<file path="src/hw/rtl/plm_pkg.sv">
`timescale 1ns / 1ps
// ---------------------------------------------------------------------------
// plm_pkg: shared codes and types of the positional list
// request kinds, status codes and the per-cell control word
// ---------------------------------------------------------------------------
package plm_pkg;

   localparam int KindWidth   = 2;
   localparam int PosWidth    = 7;
   localparam int DataWidth   = 32;
   localparam int StatusWidth = 2;
   localparam int CountWidth  = 8;

   localparam logic [KindWidth-1:0] KIND_INSERT = 2'd0;
   localparam logic [KindWidth-1:0] KIND_DELETE = 2'd1;
   localparam logic [KindWidth-1:0] KIND_READ   = 2'd2;

   localparam logic [StatusWidth-1:0] ST_DONE  = 2'd0;
   localparam logic [StatusWidth-1:0] ST_FULL  = 2'd1;
   localparam logic [StatusWidth-1:0] ST_RANGE = 2'd2;

   // control word that the top hands to each cell every cycle
   typedef struct packed {
      logic load_item;   // take the inserted item
      logic take_left;   // shift up: take the lower neighbor
      logic take_right;  // shift down: take the upper neighbor
      logic tap;         // drive own data onto the read bus
   } cell_ctrl_type;

endpackage

</file>
<file path="src/hw/rtl/plm_cell.sv">
`timescale 1ns / 1ps
// ---------------------------------------------------------------------------
// plm_cell: one list slot
// holds one element, loads the item or a neighbor, taps onto the read bus
// ---------------------------------------------------------------------------
module plm_cell (
   input  logic                                 clock,
   input  plm_pkg::cell_ctrl_type               ctrl,
   input  logic signed [plm_pkg::DataWidth-1:0] item,
   input  logic signed [plm_pkg::DataWidth-1:0] left_data,
   input  logic signed [plm_pkg::DataWidth-1:0] right_data,
   output logic signed [plm_pkg::DataWidth-1:0] data,
   output logic signed [plm_pkg::DataWidth-1:0] tap_data
);

   logic signed [plm_pkg::DataWidth-1:0] data_ff;
   logic signed [plm_pkg::DataWidth-1:0] data_in;

   always_comb begin
      data_in = data_ff;
      if (ctrl.load_item) begin
         data_in = item;
      end else if (ctrl.take_left) begin
         data_in = left_data;
      end else if (ctrl.take_right) begin
         data_in = right_data;
      end
   end

   always_ff @(posedge clock) begin
      data_ff <= data_in;
   end

   assign data     = data_ff;
   assign tap_data = ctrl.tap ? data_ff : '0;

endmodule

</file>
<file path="config.mk">
export PLATFORM = sky130hd
export DESIGN_NAME = plm_cell
export DESIGN_NICKNAME = d
export VERILOG_FILES = /design/src/hw/rtl/plm_pkg.sv /design/src/hw/rtl/plm_cell.sv
export SDC_FILE = /design/constraint.sdc
export NUM_CORES = 1
export LEC_CHECK = 0
export BUFFER_PORTS_ARGS = -buffer_cell sky130_fd_sc_hd__clkbuf_2
export CAP_MARGIN = 40
export CORE_ASPECT_RATIO = 2
export CORE_MARGIN = 1.5
export CORE_UTILIZATION = 41
export DETAILED_ROUTE_END_ITERATION = 8
export GPL_TIMING_DRIVEN = 0
export PLACE_DENSITY = 0.85
export SLEW_MARGIN = 20
export SYNTH_ARGS = -nofsm -noshare
export SYNTH_HDL_FRONTEND = slang
export SYNTH_SLANG_ARGS = --single-unit
</file>
<file path="constraint.sdc">
create_clock -name clock -period 2.4 [get_ports clock]
set_input_delay 0.24 -clock clock [delete_from_list [all_inputs] [get_ports clock]]
set_output_delay 0.24 -clock clock [all_outputs]
set_load 0.05 [all_outputs]
</file>
### After elaboration in Yosys (flattened, before gate mapping)

Cells that the tools add are included.

* mux-type cells: 4
* reduce and logical (&&, ||, !) cells: 1

Operator list (number)
* $mux W32: 4
* $reduce_bool A3 Y1: 1

* input port bits: 101
* logic and storage cells: 6
* flip-flop bits (word level): 32
* output and inout bits: 64

### Logic depth before layout (Yosys ltp)

* depth in word-level cells: 3
* gate-level depth with buffers: 4
* mapped depth without buffers: 2

### Worst setup path before layout

OpenSTA, ideal clock, no wires.

* path kind: input to register
* start: input ctrl[2] in the netlist's numbering
* end: register data_ff, in the netlist data[0] (enable)
* data arrival time: 1.135 ns
* setup time: 0.414 ns
* buffers on the path: 1
* required time: 1.986 ns
* path slack: 0.851 ns
* stages: 2
* path through: buf_6 > or3_1

* longest elaborated chain between the ends: 1

Ends and longest elaborated chain
* start, declared: RTL line plm_cell.sv:8 `input plm_pkg::cell_ctrl_type ctrl,`
* $reduce_bool A3 Y1 (no line)
* end signal, assigned: RTL line plm_cell.sv:31 `data_ff <= data_in;`
* end, declared: RTL line plm_cell.sv:16 `logic signed [plm_pkg::DataWidth-1:0] data_ff;`

No other way between the ends.
A chain may end at the register's enable or synchronous reset.

### Final worst setup path

* start: input ctrl[0] in the netlist's numbering
* end: output tap_data[28] in the netlist's numbering

* longest elaborated chain between the ends: 1

Ends and longest elaborated chain
* $mux W32: RTL line plm_cell.sv:35 `assign tap_data = ctrl.tap ? data_ff : '0;`
* end, declared: RTL line plm_cell.sv:13 `output logic signed [plm_pkg::DataWidth-1:0] tap_data`

No other way between the ends.

==> results.json <==
{
  "top_layer_used": "met4",
  "area_delta_synth_final_pct": 50.8,
  "avgSynthCellArea_um2": 10.8,
  "largest_reg_flops": 32,
  "fmax_mhz": 698,
  "maxCapViolations": 0,
  "status": "completed",
  "gp_congestion": 0.812,
  "cts_root_buffer": "clkbuf_8",
  "yosys.area.top_type": "edfxtp_1",
  "post-cts-setup-buffers": 0,
  "wl_met2_um": 3120,
  "firstDrtPassIters": 4,
  "nFillCells": 399,
  "final_antenna_net_count": 0,
  "io_pins": 165,
  "ys_warn_count": 0,
  "critPathKind": "in2out",
  "timing.final.crit_share": 0.597,
  "grt_max_degree": 33,
  "slew_violations": 0,
  "synthCells": 175,
  "min_path_type": "in2reg",
  "io_buffers": 162,
  "cts_buffer_depth": 2,
  "synth_edf_count": 32,
  "row_count": 34,
  "grt_remaining_overflow": 0,
  "rsz0062_at_grt": "no",
  "syn-cell-area_mm2": 0.00188,
  "dieArea_mm2": 0.00504,
  "core_area_mm2": 0.00438,
  "numCtsBuffers": 5,
  "antenna_found_initial": 0,
  "synth_cell_types": 11,
  "nets": 445,
  "ir_worst_vdd_mv": 0.482,
  "wl_met3_um": 383,
  "ys_top_cells_by_area": "edfxtp_1 (51%), mux2i_1 (17%), and2_1 (11%)",
  "ys_ff_latch": 32,
  "drt_iter0_markers": 26,
  "drt-met1-wl_um": 1790,
  "start_util": 0.430,
  "tns_ps": 0,
  "slew_headroom": 0.518,
  "grt_pass1_wl_um": 8230,
  "vias": 1942,
  "fp.dieW_um": 50.9,
  "cp-start-kind": "input port",
  "synth_flop_cell": "edfxtp_1",
  "dp_cells": 391,
  "cts_tree": "built",
  "die_y_um": 98.9,
  "synth_top_area_frac": 0.510,
  "hold_viol_final": 0,
  "finalWirelength_um": 5370,
  "grt.total_usage": 0.213,
  "tightest_slew_ps": 722,
  "fin_ws_ps": 966,
  "worstPathArrival_ps": 1190,
  "worstPathMaxFanout": 10,
  "clk_pin_slew_worst_paths_ps": 60,
  "final_cells": 398,
  "netlist_top_cells_count": "and2_1 (32), edfxtp_1 (32), mux2i_1 (32), nand2_1 (32), o21ai_1 (30)",
  "syn_nets": 276,
  "drive_above_1_share": 0.520,
  "clkSinkCount": 32,
  "routedWlPerCell_um": 13.5,
  "ctsResizeCount": 0,
  "leakage_nw": 1.52,
  "power.total_w": 0.00183,
  "route.detailed.drc": 0,
  "place_hpwl_um": 4480,
  "power_density_mw_per_mm2": 644,
  "cp.required_ps": 2160,
  "post-place-ws_ps": 798,
  "setup_viol": 0,
  "diodes": 0,
  "htree_levels": 2,
  "async_reset_ff_frac": 0,
  "cp-end-kind": "output port",
  "ys_seq_area_frac": 0.510,
  "cts_hold_buf": 0,
  "min_period_ps": 1430,
  "grt_pass1_vias": 1933,
  "via_per_inst": 4.88
}
layout by cell type (no fill, tap or decap):
master	count
clkbuf_2	162
nand2_1	32
mux2i_1	32
buf_12	3
clkbuf_8	5
buf_6	1
buf_2	6
clkinv_2	1
o21ai_1	30
and2_1	32
or3_2	1
o21ai_0	2
edfxtp_1	32
clkbuf_1	5
where the power goes:
part           switching (W)  total, W  internal, W
clock network       0.000177  0.000374     0.000197
registers          0.0000322  0.000724     0.000692
logic               0.000529  0.000732     0.000203
total               0.000738   0.00183      0.00109
worst paths after layout:
| check | start | end | slack [ps] | cells after the start |
|---|---|---|---|---|
| worst max-delay path | ctrl[0] | tap_data[28] | 970 | 4 |
| worst min-delay path | item[31] | data[31] | 250 | 3 |
stage by stage:
stage,hold WS (ps),util,instance area (µm²)
after floorplan,431,-,1880
after global placement,518,0.630,2760
after detailed placement,525,0.631,2760
after CTS,242,0.648,2840
after global routing,245,0.648,2840
final,248,0.648,2840
critical path, cell delays in order:
cell and delay, ps:
clkbuf_2 150, clkbuf_1 330, and2_1 200, clkbuf_2 270
cells by family after synthesis:
logic type	after synthesis	synth area share
compound gates	32	0.0850
buf+inv	14	0.0618
flops	32	0.510
mux	32	0.170
simple gates	65	0.173
per-layer routing:
| metal | vias up | GRT usage |
|---|---|---|
| li1 | 947 | - |
| met5 | - | 0 |
| met4 | 0 | 0.0915 |
| met2 | 104 | 0.416 |
| met3 | 6 | 0.0348 |
| met1 | 885 | 0.205 |
cell type report:
cell class                 count  area, µm²  share of cell area
multi-input combinational    129        808               0.284
tap                           54       67.6              0.0238
clock buffer                   6       72.6              0.0255
timing repair buffer         162        811               0.285
buffer                        14        116              0.0410
sequential                    32        961               0.338
clock inverter                 1       5.00             0.00176
Note: power is estimated with default switching activity, not from simulation.
